## src/rtl/combined_lcg_shuffle_rng_macros.svh

```systemverilog
// Assertion macros for the combined LCG shuffle generator.
// Included by the controller and the datapath; no other dependencies.
`ifndef COMBINED_LCG_SHUFFLE_RNG_MACROS_SVH
`define COMBINED_LCG_SHUFFLE_RNG_MACROS_SVH

// same-cycle implication, disabled during reset
`define CLSRNG_ASSERT_IMPL(label, clk, rst, ante, cons, msg) \
   label: assert property (@(posedge clk) disable iff (rst) (ante) |-> (cons)) \
      else $error(msg);

// next-cycle implication, disabled during reset
`define CLSRNG_ASSERT_NEXT(label, clk, rst, ante, cons, msg) \
   label: assert property (@(posedge clk) disable iff (rst) (ante) |=> (cons)) \
      else $error(msg);

`endif

```

## src/rtl/clsrng_pkg.sv

```systemverilog
// Shared types and constants for the combined LCG shuffle generator.
// No dependencies; compiled first.
`timescale 1ns / 1ps

package clsrng_pkg;

   localparam int WORD_W          = 32;   // caller's generator word
   localparam int GEN_W           = 31;   // generator / sample width
   localparam int TABLE_DEPTH_DEF = 32;
   localparam int WARM_EXTRA      = 8;    // warm-up steps beyond the table depth
   localparam int SCH_LAT         = 4;    // Schrage pipeline latency
   localparam int SL_SHIFT        = 32;   // reciprocal scaling shift

   localparam int MULT_W      = 16;
   localparam int QUOT_W      = 16;
   localparam int RESID_W     = 14;
   localparam int SCH_RECIP_W = 17;
   localparam int K_W         = 16;   // quotient x / q
   localparam int REMD_W      = 17;   // remainder before correction, < 2q

   localparam logic [GEN_W-1:0] IM1         = 31'd2147483563;
   localparam logic [GEN_W-1:0] WRAP1       = 31'd2147483562;
   localparam logic [GEN_W-1:0] SEED2_RESET = 31'd123456789;
   localparam logic [GEN_W-1:0] MAG_MAX     = 31'h7FFF_FFFF;
   localparam logic [GEN_W-1:0] MAG_MIN     = 31'd1;

   typedef struct packed {
      logic [MULT_W-1:0]      mult;
      logic [QUOT_W-1:0]      quot;
      logic [RESID_W-1:0]     resid;
      logic [GEN_W-1:0]       modulus;
      logic [SCH_RECIP_W-1:0] recip;    // floor(2^32 / quot)
   } lcg_const_type;

   localparam lcg_const_type GEN1_CONST = '{
      mult: 16'd40014, quot: 16'd53668, resid: 14'd12211,
      modulus: 31'd2147483563, recip: 17'd80028};

   localparam lcg_const_type GEN2_CONST = '{
      mult: 16'd40692, quot: 16'd52774, resid: 14'd3791,
      modulus: 31'd2147483399, recip: 17'd81384};

   typedef struct packed {
      logic capture;      // latch the incoming word
      logic seed;         // load both generators with the seed magnitude
      logic take;         // load generator 1 with the caller's word
      logic warm_store;   // warm-up step done: advance, fill table
      logic finish;       // draw done: update state, load result
   } clsrng_cmd_type;

   typedef struct packed {
      logic word_nonpos;  // latched word is zero or negative
      logic warm_last;    // final warm-up step
   } clsrng_stat_type;

endpackage

```

## src/rtl/clsrng_if.sv

```systemverilog
// Request and response channel interfaces for the combined LCG generator.
// Depends on clsrng_pkg.
`timescale 1ns / 1ps

interface clsrng_req_if;
   import clsrng_pkg::*;
   logic                     valid;
   logic                     ready;
   logic signed [WORD_W-1:0] generator_word;
   modport source (output valid, output generator_word, input ready);
   modport sink   (input valid, input generator_word, output ready);
endinterface

interface clsrng_rsp_if;
   import clsrng_pkg::*;
   logic             valid;
   logic             ready;
   logic [GEN_W-1:0] next_generator_word;
   logic [GEN_W-1:0] sample;
   modport source (output valid, output next_generator_word, output sample, input ready);
   modport sink   (input valid, input next_generator_word, input sample, output ready);
endinterface

```

## src/rtl/clsrng_schrage.sv

```systemverilog
// Four-stage pipelined Schrage step y = a*(x mod q) - r*(x div q), +m if negative.
// Depends on clsrng_pkg. Quotient via reciprocal multiply with one correction.
`timescale 1ns / 1ps

module clsrng_schrage #(
   parameter clsrng_pkg::lcg_const_type CFG = clsrng_pkg::GEN1_CONST
) (
   input  logic                         clock,
   input  logic [clsrng_pkg::GEN_W-1:0] x,
   output logic [clsrng_pkg::GEN_W-1:0] y
);
   import clsrng_pkg::*;

   localparam int P1_W = GEN_W + SCH_RECIP_W;
   localparam int P2_W = K_W + QUOT_W;
   localparam int TA_W = K_W + MULT_W;
   localparam int TB_W = K_W + RESID_W;
   localparam int SUM_W = TA_W + 1;

   logic [K_W-1:0]    est_ff;
   logic [GEN_W-1:0]  xs_ff;
   logic [REMD_W-1:0] rem_ff;
   logic [K_W-1:0]    k_ff;
   logic [TA_W-1:0]   ta_ff;
   logic [TB_W-1:0]   tb_ff;
   logic [GEN_W-1:0]  y_ff;

   logic [P1_W-1:0]   prod1;
   logic [P2_W-1:0]   prod2;
   logic [P2_W-1:0]   rem_full;
   logic              rem_ge;
   logic [REMD_W-1:0] rem_sub;
   logic [K_W-1:0]    k_corr;
   logic [K_W-1:0]    rem_corr;
   logic [SUM_W-1:0]  diff;
   logic [SUM_W-1:0]  diff_wrap;

   always_comb begin
      // stage 1: quotient estimate, exact or one low
      prod1 = P1_W'(x) * P1_W'(CFG.recip);
      // stage 2: remainder of the estimate
      prod2 = P2_W'(est_ff) * P2_W'(CFG.quot);
      rem_full = P2_W'(xs_ff) - prod2;
      // stage 3: correct quotient and remainder
      rem_ge = rem_ff >= REMD_W'(CFG.quot);
      rem_sub = rem_ge ? rem_ff - REMD_W'(CFG.quot) : rem_ff;
      rem_corr = rem_sub[K_W-1:0];
      k_corr = k_ff + K_W'(rem_ge);
      // stage 4: combine and fold into range
      diff = SUM_W'(ta_ff) - SUM_W'(tb_ff);
      diff_wrap = diff[SUM_W-1] ? diff + SUM_W'(CFG.modulus) : diff;
   end

   always_ff @(posedge clock) begin
      est_ff <= prod1[SL_SHIFT +: K_W];
      xs_ff  <= x;
      rem_ff <= rem_full[REMD_W-1:0];
      k_ff   <= est_ff;
      ta_ff  <= TA_W'(rem_corr) * TA_W'(CFG.mult);
      tb_ff  <= TB_W'(k_corr) * TB_W'(CFG.resid);
      y_ff   <= diff_wrap[GEN_W-1:0];
   end

   assign y = y_ff;

endmodule

```

## src/rtl/clsrng_datapath.sv

```systemverilog
// Datapath: two Schrage pipelines, shuffle table memory, slot divider, result registers.
// Depends on clsrng_pkg, clsrng_schrage and the assertion macro header.
`timescale 1ns / 1ps
`include "combined_lcg_shuffle_rng_macros.svh"

module clsrng_datapath #(
   parameter int TABLE_DEPTH = clsrng_pkg::TABLE_DEPTH_DEF
) (
   input  logic                                 clock,
   input  logic                                 reset,
   input  clsrng_pkg::clsrng_cmd_type           cmd,
   output clsrng_pkg::clsrng_stat_type          stat,
   input  logic signed [clsrng_pkg::WORD_W-1:0] req_word,
   output logic [clsrng_pkg::GEN_W-1:0]         out_word,
   output logic [clsrng_pkg::GEN_W-1:0]         out_sample
);
   import clsrng_pkg::*;

   localparam int     IDX_W    = $clog2(TABLE_DEPTH);
   localparam int     CNT_W    = $clog2(TABLE_DEPTH + WARM_EXTRA);
   localparam longint BUCKET   = 1 + longint'(WRAP1) / TABLE_DEPTH;
   localparam longint SL_RECIP = (longint'(1) << SL_SHIFT) / BUCKET;
   localparam int     RECIP_W  = $clog2(SL_RECIP + 1);
   localparam int     PROD_W   = GEN_W + RECIP_W;
   localparam logic [RECIP_W-1:0] SL_RECIP_V = RECIP_W'(SL_RECIP);
   localparam logic [GEN_W-1:0]   BUCKET_V   = GEN_W'(BUCKET);
   localparam logic [CNT_W-1:0]   CNT_START  = CNT_W'(TABLE_DEPTH + WARM_EXTRA - 1);
   localparam logic [CNT_W-1:0]   CNT_DEPTH  = CNT_W'(TABLE_DEPTH);
   localparam logic [IDX_W:0]     SLOT_MAX   = (IDX_W + 1)'(TABLE_DEPTH - 1);

   logic signed [WORD_W-1:0] in_ff;
   logic [GEN_W-1:0]         x_ff;
   logic [GEN_W-1:0]         sg_ff;
   logic [GEN_W-1:0]         lo_ff;
   logic [CNT_W-1:0]         cnt_ff;
   logic [IDX_W-1:0]         est_ff;
   logic [GEN_W-1:0]         lo_s_ff;
   logic [IDX_W-1:0]         slot_ff;
   logic [GEN_W-1:0]         rd_ff;
   logic                     rd_vld_ff;
   logic [TABLE_DEPTH-1:0]   shuf_vld_ff;
   logic [GEN_W-1:0]         shuf_mem [TABLE_DEPTH];
   logic [GEN_W-1:0]         out_word_ff;
   logic [GEN_W-1:0]         out_sample_ff;

   logic [GEN_W-1:0]  y1;
   logic [GEN_W-1:0]  y2;
   logic [WORD_W-1:0] neg_word;
   logic [GEN_W-1:0]  mag;
   logic [PROD_W-1:0] sl_prod;
   logic [GEN_W-1:0]  sl_mul;
   logic [GEN_W-1:0]  sl_rem;
   logic [IDX_W:0]    slot_sum;
   logic [IDX_W-1:0]  slot_next;
   logic [GEN_W-1:0]  entry;
   logic [GEN_W+1:0]  diff;
   logic [GEN_W+1:0]  diff_wrap;
   logic              fill_we;
   logic              mem_we;
   logic [IDX_W-1:0]  wr_addr;

   clsrng_schrage #(.CFG(GEN1_CONST)) u_gen1 (.clock(clock), .x(x_ff),  .y(y1));
   clsrng_schrage #(.CFG(GEN2_CONST)) u_gen2 (.clock(clock), .x(sg_ff), .y(y2));

   always_comb begin
      // seed magnitude, saturated to 31 bits, at least one
      neg_word = WORD_W'(-in_ff);
      if (in_ff == '0) begin
         mag = MAG_MIN;
      end else if (neg_word[WORD_W-1]) begin
         mag = MAG_MAX;
      end else begin
         mag = neg_word[GEN_W-1:0];
      end

      // slot = last_output / BUCKET, reciprocal estimate plus one correction
      sl_prod = PROD_W'(lo_ff) * PROD_W'(SL_RECIP_V);
      sl_mul = GEN_W'(est_ff) * BUCKET_V;
      sl_rem = lo_s_ff - sl_mul;
      slot_sum = (IDX_W + 1)'(est_ff) + (IDX_W + 1)'(sl_rem >= BUCKET_V);
      slot_next = (slot_sum > SLOT_MAX) ? SLOT_MAX[IDX_W-1:0] : slot_sum[IDX_W-1:0];

      // entry minus second generator, wrapped into 1..IM1-1
      entry = rd_vld_ff ? rd_ff : '0;
      diff = (GEN_W + 2)'(entry) - (GEN_W + 2)'(y2);
      diff_wrap = (diff[GEN_W+1] || diff == '0) ? diff + (GEN_W + 2)'(WRAP1) : diff;

      fill_we = cmd.warm_store && (cnt_ff < CNT_DEPTH);
      mem_we = fill_we || cmd.finish;
      wr_addr = cmd.finish ? slot_ff : cnt_ff[IDX_W-1:0];

      stat.word_nonpos = in_ff[WORD_W-1] || (in_ff == '0);
      stat.warm_last = (cnt_ff == '0);
   end

   always_ff @(posedge clock) begin
      if (reset) begin
         sg_ff <= SEED2_RESET;
         lo_ff <= '0;
         shuf_vld_ff <= '0;
      end else begin
         if (cmd.seed) begin
            sg_ff <= mag;
         end else if (cmd.finish) begin
            sg_ff <= y2;
         end
         if (cmd.warm_store && stat.warm_last) begin
            lo_ff <= y1;
         end else if (cmd.finish) begin
            lo_ff <= diff_wrap[GEN_W-1:0];
         end
         if (mem_we) begin
            shuf_vld_ff[wr_addr] <= 1'b1;
         end
      end
   end

   always_ff @(posedge clock) begin
      if (cmd.capture) begin
         in_ff <= req_word;
      end
      if (cmd.seed) begin
         x_ff <= mag;
         cnt_ff <= CNT_START;
      end else if (cmd.take) begin
         x_ff <= in_ff[GEN_W-1:0];
      end else if (cmd.warm_store) begin
         x_ff <= y1;
         cnt_ff <= cnt_ff - 1'b1;
      end
      est_ff  <= sl_prod[SL_SHIFT +: IDX_W];
      lo_s_ff <= lo_ff;
      slot_ff <= slot_next;
      if (cmd.finish) begin
         out_word_ff <= y1;
         out_sample_ff <= diff_wrap[GEN_W-1:0];
      end
   end

   // shuffle table memory
   always_ff @(posedge clock) begin
      if (mem_we) begin
         shuf_mem[wr_addr] <= y1;
      end
      rd_ff <= shuf_mem[slot_ff];
      rd_vld_ff <= shuf_vld_ff[slot_ff];
   end

   assign out_word = out_word_ff;
   assign out_sample = out_sample_ff;

   `CLSRNG_ASSERT_NEXT(a_seed_output, clock, reset, cmd.warm_store && stat.warm_last,
      lo_ff == $past(y1), "last output not taken from table entry zero after warm-up")
   `CLSRNG_ASSERT_NEXT(a_sample_range, clock, reset, cmd.finish,
      (out_sample_ff != '0) && (out_sample_ff <= WRAP1), "sample outside 1..IM1-1")
   `CLSRNG_ASSERT_NEXT(a_gen2_advance, clock, reset, cmd.finish,
      sg_ff == $past(y2), "second generator not advanced by a finished draw")

endmodule

```

## src/rtl/clsrng_ctrl.sv

```systemverilog
// Controller state machine: sequences capture, warm-up, draw and result handoff.
// Depends on clsrng_pkg and the assertion macro header.
`timescale 1ns / 1ps
`include "combined_lcg_shuffle_rng_macros.svh"

module clsrng_ctrl (
   input  logic                        clock,
   input  logic                        reset,
   input  logic                        req_valid,
   output logic                        req_ready,
   output logic                        rsp_valid,
   input  logic                        rsp_ready,
   input  clsrng_pkg::clsrng_stat_type stat,
   output clsrng_pkg::clsrng_cmd_type  cmd
);
   import clsrng_pkg::*;

   localparam logic [2:0] ST_IDLE   = 3'd0;
   localparam logic [2:0] ST_LOAD   = 3'd1;
   localparam logic [2:0] ST_WARM   = 3'd2;
   localparam logic [2:0] ST_WSTORE = 3'd3;
   localparam logic [2:0] ST_DRAW   = 3'd4;
   localparam logic [2:0] ST_FIN    = 3'd5;

   localparam int         WAIT_W    = $clog2(SCH_LAT);
   localparam logic [WAIT_W-1:0] WAIT_LAST = WAIT_W'(SCH_LAT - 1);

   logic [2:0]        state_ff, state_in;
   logic [WAIT_W-1:0] wait_ff, wait_in;
   logic              rsp_valid_ff, rsp_valid_in;
   logic              out_free;

   always_comb begin
      state_in = state_ff;
      wait_in = wait_ff;
      cmd = '0;
      req_ready = 1'b0;
      out_free = !rsp_valid_ff || rsp_ready;
      case (state_ff)
         ST_IDLE: begin
            req_ready = 1'b1;
            if (req_valid) begin
               cmd.capture = 1'b1;
               state_in = ST_LOAD;
            end
         end
         ST_LOAD: begin
            wait_in = '0;
            if (stat.word_nonpos) begin
               cmd.seed = 1'b1;
               state_in = ST_WARM;
            end else begin
               cmd.take = 1'b1;
               state_in = ST_DRAW;
            end
         end
         ST_WARM: begin
            wait_in = wait_ff + 1'b1;
            if (wait_ff == WAIT_LAST) begin
               state_in = ST_WSTORE;
            end
         end
         ST_WSTORE: begin
            cmd.warm_store = 1'b1;
            wait_in = '0;
            state_in = stat.warm_last ? ST_DRAW : ST_WARM;
         end
         ST_DRAW: begin
            wait_in = wait_ff + 1'b1;
            if (wait_ff == WAIT_LAST) begin
               state_in = ST_FIN;
            end
         end
         ST_FIN: begin
            if (out_free) begin
               cmd.finish = 1'b1;
               state_in = ST_IDLE;
            end
         end
         default: begin
            state_in = ST_IDLE;
         end
      endcase

      if (cmd.finish) begin
         rsp_valid_in = 1'b1;
      end else if (rsp_ready) begin
         rsp_valid_in = 1'b0;
      end else begin
         rsp_valid_in = rsp_valid_ff;
      end
   end

   always_ff @(posedge clock) begin
      if (reset) begin
         state_ff <= ST_IDLE;
         wait_ff <= '0;
         rsp_valid_ff <= 1'b0;
      end else begin
         state_ff <= state_in;
         wait_ff <= wait_in;
         rsp_valid_ff <= rsp_valid_in;
      end
   end

   assign rsp_valid = rsp_valid_ff;

   `CLSRNG_ASSERT_IMPL(a_fin_free, clock, reset, cmd.finish,
      !rsp_valid_ff || rsp_ready, "result overwritten while still pending")
   `CLSRNG_ASSERT_NEXT(a_fin_valid, clock, reset, cmd.finish,
      rsp_valid_ff, "finished draw did not raise response valid")
   `CLSRNG_ASSERT_NEXT(a_seed_warm, clock, reset, cmd.seed,
      (state_ff == ST_WARM) && (wait_ff == '0), "seed did not start a clean warm-up step")

endmodule

```

## src/rtl/combined_lcg_shuffle_rng.sv

```systemverilog
// Top level of the combined LCG generator with shuffle table.
// Depends on clsrng_pkg, clsrng_if, clsrng_ctrl and clsrng_datapath.
`timescale 1ns / 1ps

// Combined two-generator multiplicative LCG with a Bays-Durham shuffle table,
// integer core only. Each request transaction carries the caller's generator
// word and produces exactly one response transaction with the updated word and
// a raw sample in 1..IM1-1 (scale by 1/IM1 in software). One transaction is
// in flight at a time; the response sits in an output register, so the next
// request is taken while the previous response is still waiting. A normal draw
// runs from request accept to the next possible accept through these steps:
// accept, load, a trip through the Schrage pipeline (both generators run in
// parallel), and a finish step that waits until the output register is free,
// then updates the table and loads the response. A word that is zero or
// negative reseeds first with a warm-up pass that fills the table; each step
// is a full trip through the same 4-stage Schrage pipeline plus a store step.
// Reset clears the table via per-entry valid bits and seeds generator 2, so
// no clearing pass is needed and a request is taken right after reset.
module combined_lcg_shuffle_rng #(
   parameter int TABLE_DEPTH = clsrng_pkg::TABLE_DEPTH_DEF
) (
   input logic          clock,
   input logic          reset,
   clsrng_req_if.sink   req_ch,
   clsrng_rsp_if.source rsp_ch
);
   import clsrng_pkg::*;

   // control / status between the sequencer and the datapath
   clsrng_cmd_type  cmd;
   clsrng_stat_type stat;

   logic             req_ready;
   logic             rsp_valid;
   logic [GEN_W-1:0] out_word;
   logic [GEN_W-1:0] out_sample;

   // sequencer: owns the handshake and the step timing
   clsrng_ctrl u_ctrl (
      .clock     (clock),
      .reset     (reset),
      .req_valid (req_ch.valid),
      .req_ready (req_ready),
      .rsp_valid (rsp_valid),
      .rsp_ready (rsp_ch.ready),
      .stat      (stat),
      .cmd       (cmd)
   );

   // datapath: generators, shuffle table, slot select, result registers
   clsrng_datapath #(
      .TABLE_DEPTH (TABLE_DEPTH)
   ) u_dp (
      .clock      (clock),
      .reset      (reset),
      .cmd        (cmd),
      .stat       (stat),
      .req_word   (req_ch.generator_word),
      .out_word   (out_word),
      .out_sample (out_sample)
   );

   assign req_ch.ready = req_ready;
   assign rsp_ch.valid = rsp_valid;
   assign rsp_ch.next_generator_word = out_word;
   assign rsp_ch.sample = out_sample;

endmodule

```

## src/flat_wrapper.sv

```systemverilog
// flat-port wrapper written by rule: the top's interface ports become plain ports
module combined_lcg_shuffle_rng_flat import clsrng_pkg::*;
#(
   parameter int TABLE_DEPTH = clsrng_pkg::TABLE_DEPTH_DEF
)
  (clock, reset, req_ch_valid, req_ch_generator_word, req_ch_ready, rsp_ch_valid, rsp_ch_next_generator_word, rsp_ch_sample, rsp_ch_ready);
  clsrng_req_if req_ch_i ();
  clsrng_rsp_if rsp_ch_i ();
  input logic clock;
  input logic reset;
  input wire logic [$bits(req_ch_i.valid)-1:0] req_ch_valid;
  input wire logic [$bits(req_ch_i.generator_word)-1:0] req_ch_generator_word;
  output wire logic [$bits(req_ch_i.ready)-1:0] req_ch_ready;
  output wire logic [$bits(rsp_ch_i.valid)-1:0] rsp_ch_valid;
  output wire logic [$bits(rsp_ch_i.next_generator_word)-1:0] rsp_ch_next_generator_word;
  output wire logic [$bits(rsp_ch_i.sample)-1:0] rsp_ch_sample;
  input wire logic [$bits(rsp_ch_i.ready)-1:0] rsp_ch_ready;
  assign req_ch_i.valid = req_ch_valid;
  assign req_ch_i.generator_word = req_ch_generator_word;
  assign req_ch_ready = req_ch_i.ready;
  assign rsp_ch_valid = rsp_ch_i.valid;
  assign rsp_ch_next_generator_word = rsp_ch_i.next_generator_word;
  assign rsp_ch_sample = rsp_ch_i.sample;
  assign rsp_ch_i.ready = rsp_ch_ready;
  combined_lcg_shuffle_rng #(.TABLE_DEPTH(TABLE_DEPTH)) u_core (.clock(clock), .reset(reset), .req_ch(req_ch_i), .rsp_ch(rsp_ch_i));
endmodule
```

## config.mk

```make
export PLATFORM = sky130hd
export DESIGN_NAME = combined_lcg_shuffle_rng_flat
export DESIGN_NICKNAME = d
export VERILOG_FILES = /design/src/rtl/clsrng_pkg.sv /design/src/rtl/clsrng_if.sv /design/src/rtl/clsrng_schrage.sv /design/src/rtl/clsrng_datapath.sv /design/src/rtl/clsrng_ctrl.sv /design/src/rtl/combined_lcg_shuffle_rng.sv /design/src/flat_wrapper.sv
export VERILOG_INCLUDE_DIRS = /design/src /design/src/rtl
export SDC_FILE = /design/constraint.sdc
export NUM_CORES = 2
export LEC_CHECK = 0
export ABC_AREA = 1
export BUFFER_PORTS_ARGS = -buffer_cell sky130_fd_sc_hd__buf_2
export CORE_MARGIN = 10
export CORE_UTILIZATION = 35
export CTS_BUF_LIST = sky130_fd_sc_hd__clkbuf_16
export DETAILED_ROUTE_END_ITERATION = 10
export GPL_ROUTABILITY_DRIVEN = 1
export GPL_TIMING_DRIVEN = 0
export PLACE_DENSITY = 0.51
export SYNTH_ARGS = -nofsm -noshare
export SYNTH_HDL_FRONTEND = slang
export SYNTH_SLANG_ARGS = --single-unit
```

## constraint.sdc

```tcl
create_clock -name clock -period 9.1 [get_ports clock]
set_input_delay 0.455 -clock clock [delete_from_list [all_inputs] [get_ports clock]]
set_output_delay 0.455 -clock clock [all_outputs]
set_load 0.05 [all_outputs]
```

==> impl_results.md <==
- Status: complete, but fails checks
- Failing checks: DRC, capacitance limit, slew limit
- CTS tree: built
- Final HPWL DP: 280000 um
- Final period util: 0.914
- Starting Density: 0.351
- Clock latency on the worst-skew pair: 0.91 ns
- IO buf count: 98
- Most used DFF post-synth: edfxtp_1
- TritonCTS sink count: 1602
- Top cell type's share of synthesized area: 0.318
- Pre-CTS setup slack: 0.155 ns
- DRT Pass-1 Iters: 9
- Number of H-tree levels: 4
- Slew Limit Fails: 11
- Synth top cells by count: inv_1 (1891), nand2_1 (1308), nor2_1 (1132), edfxtp_1 (1117), ha_1 (1024)
- Crit path capture type: register
- Setup WS post-layout: 0.781 ns
- First-pass GRT wire length: 525000 um
- Final Hold Vio Count: 0
- Largest area contributor in the netlist: edfxtp_1
- DR vias: 79116
- Die Width: 569 um
- Highest clock rate: 120 MHz
- Iter 0 DRT Violations: 7633
- Vias per Instance: 5.18
- Worst path max stage delay: 0.57 ns
- Die Y: 569 um
- Ys async rst share: 0
- Slew headroom: -0.0324
- Hold WC Path Type: input pin to register
- Number of distinct library cells after synthesis: 65
- Clock Pin Slew Worst Setup and Hold Paths: 0.06 ns
- WL per Instance: 23.4 um
- Post-CTS setup buffers: 0
- P&R area growth vs syn: 12.8%
- Final ANT Viol Nets: 0
- Crit path arrival time: 9.11 ns
- MaxCap Viol Count: 1
- Site row count: 201
- Clk root buf: clkbuf_16
- Clk_skew: 0.114 ns
- Mapped Area: 105000 um2
- Residual DRC: 1
- CTS buffer count: 183
- Sequential fraction of the synthesis area: 0.411
- GRT Total Usage: 0.214
- Final Core Density: 0.396
- Setup tns final: 0 ns
- Clock Path Buffers: 4
- Vias in the first global route: 80235
- Setup violators final: 0
- Worst path required time: 9.89 ns
- Initial antenna violation count: 35
- Max stage delay cell, worst path: fa_1
- Synth top area cells: edfxtp_1 (32%), fa_1 (14%), ha_1 (12%)
- Core ar.: 300000 um2
- Avg Synthesized Cell Area: 9.77 um2
- Layout cells sized above 1: 0.0558
- Io pins: 100
- RSZ-0062 raised after global routing: no
- Synthesized flop and latch total: 1602
- Crit Path Category: register to register
- Crit-path max FO: 15
- Count leader, synth: inv_1
- # nets final: 12932
- Post-Syn Nets: 12558
- Synthesized netlist cell count: 10783
- Most frequent CP cell: inv_1
- Aggregate routed wire length: 357000 um
- GP Congestion: 0.925
- Die area: 323000 um2
- Total grt overflow: 0
- Final Critical Period: 8.32 ns
- Largest net degree at the start of global routing: 56
- Crit path launch type: register
- Synth warnings: 0
- Worst-Margin Slew: 1.55 ns
- Post-synth EDFFs: 1117
## routing by layer
layer  vias up  share of wire  global-route usage
met4        14          0.058               0.104
met2      3008           0.45               0.348
met3       664          0.074              0.0332
li1      36653              -                   -
met5         -        0.00071                   0
met1     38777           0.41               0.279
## state kept, by name, indices dropped and copies added (netlist names), 17 cells and up
| signal | cells |
|---|---|
| u_core.u_dp.u_gen2.rem_ff | 17 |
| u_core.u_dp.shuf_mem | 992 |
| u_core.u_dp.lo_ff | 30 |
| u_core.u_dp.u_gen1.y | 31 |
| u_core.u_dp.u_gen1.tb_ff | 30 |
| u_core.u_dp.rd_ff | 31 |
| u_core.u_dp.u_gen1.xs_ff | 17 |
| u_core.u_dp.u_gen2.y | 31 |
| u_core.u_dp.u_gen2.ta_ff | 30 |
| u_core.u_dp.in_ff | 32 |
| u_core.u_dp.x_ff | 31 |
| u_core.u_dp.lo_s_ff | 29 |
| u_core.u_dp.u_gen1.ta_ff | 31 |
| u_core.u_dp.out_word | 31 |
| u_core.u_dp.shuf_vld_ff | 32 |
| u_core.u_dp.out_sample | 31 |
| u_core.u_dp.u_gen1.rem_ff | 17 |
| u_core.u_dp.u_gen2.xs_ff | 17 |
| u_core.u_dp.u_gen2.tb_ff | 28 |
| u_core.u_dp.sg_ff | 31 |
## through the flow
| step | cells | instance area, um2 | hold slack (ns) |
|---|---|---|---|
| after floorplan | 10783 | 105000 | 0.310 |
| after global placement | 14839 | 111000 | 0.320 |
| after detailed placement | 14898 | 112000 | 0.319 |
| after CTS | 15266 | 119000 | 0.0862 |
| after global routing | 15268 | 119000 | 0.123 |
| final | 15275 | 119000 | 0.137 |
## worst paths after layout
| check | start | end | slack (ns) | cells past startpoint |
|---|---|---|---|---|
| hold / removal | req_ch_valid | u_core.u_dp.in_ff[5]$_DFFE_PP_ | 0.14 | 3 |
| setup reg to reg | u_core.u_dp.u_gen1.rem_ff[4]$_DFF_P_ | u_core.u_dp.u_gen1.tb_ff[26]$_DFF_P_ | 0.78 | 37 |
| hold reg to reg | u_core.u_dp.u_gen2.xs_ff[0]$_DFF_P_ | u_core.u_dp.u_gen2.rem_ff[0]$_DFF_P_ | 0.31 | 0 |
| setup / recovery | u_core.u_dp.u_gen1.rem_ff[4]$_DFF_P_ | u_core.u_dp.u_gen1.tb_ff[26]$_DFF_P_ | 0.78 | 37 |
## placed cells by master (no fill, tap or decap), types with 25 or more instances in the layout
master            n
a21oi_1         428
fa_1            715
nand3_1         316
ha_1           1024
nand2_2          30
buf_2           107
nor3_1           69
clkinv_2         45
clkinv_1         29
clkbuf_16       189
a32oi_1          29
a31oi_1          66
nand3b_1         26
nor2_4           37
edfxtp_1       1117
dfxtp_1         454
o221ai_1        216
o21ai_0         829
nor4_1           25
xor2_1          264
xnor2_1         127
o22ai_1          76
nand2_1        1307
a21o_1           28
nand4_1          81
clkbuf_1        241
inv_1          1916
dfxtp_2          31
buf_12           60
nor2_1         1098
dlygate4sd3_1    33
## critical path, delay by kind of cell, from the launching register on
family | cells | cell delay, ns
adders and majority gates | 8 | 3.54
and+or+nand+nor | 15 | 2.55
AOI/OAI and AO/OA | 4 | 0.55
buffers and inverters | 8 | 0.72
xor gates and xnor gates | 2 | 0.55
DFF | 1 | 0.39
## kinds of logic (layout without fill, tap and decap cells)
| logic type | count (synthesis) | in the layout | share of synthesized area |
|---|---|---|---|
| buffers and inverters | 2184 | 2708 | 0.0785 |
| other | 0 | 10 | 0 |
| and+or+nand+nor | 3039 | 3039 | 0.119 |
| AOI/OAI and AO/OA | 1821 | 1821 | 0.101 |
| adders and majority gates | 1739 | 1739 | 0.257 |
| DFF | 1602 | 1602 | 0.411 |
| xor gates and xnor gates | 398 | 398 | 0.0332 |
## final cells by class
class	instances	area [um2]
buffer	271	1090
clock inverter	146	1430
timing repair buffer	190	2010
sequential	1602	43300
antenna	10	25.0
fill	29463	181000
multi-input combinational	6997	54100
tap	3958	4950
clock buffer	189	4730
inverter	1912	7180
## timing repair
action	in CTS	in global routing
gates resized for setup	0	11
hold buffers	33	0
endpoints found under the setup margin	0	19
hold endpoints to repair	33	0
Power is left out: the tool's default activity adds up to more than one toggle a clock period on the data nets, which glitch-free logic cannot reach.
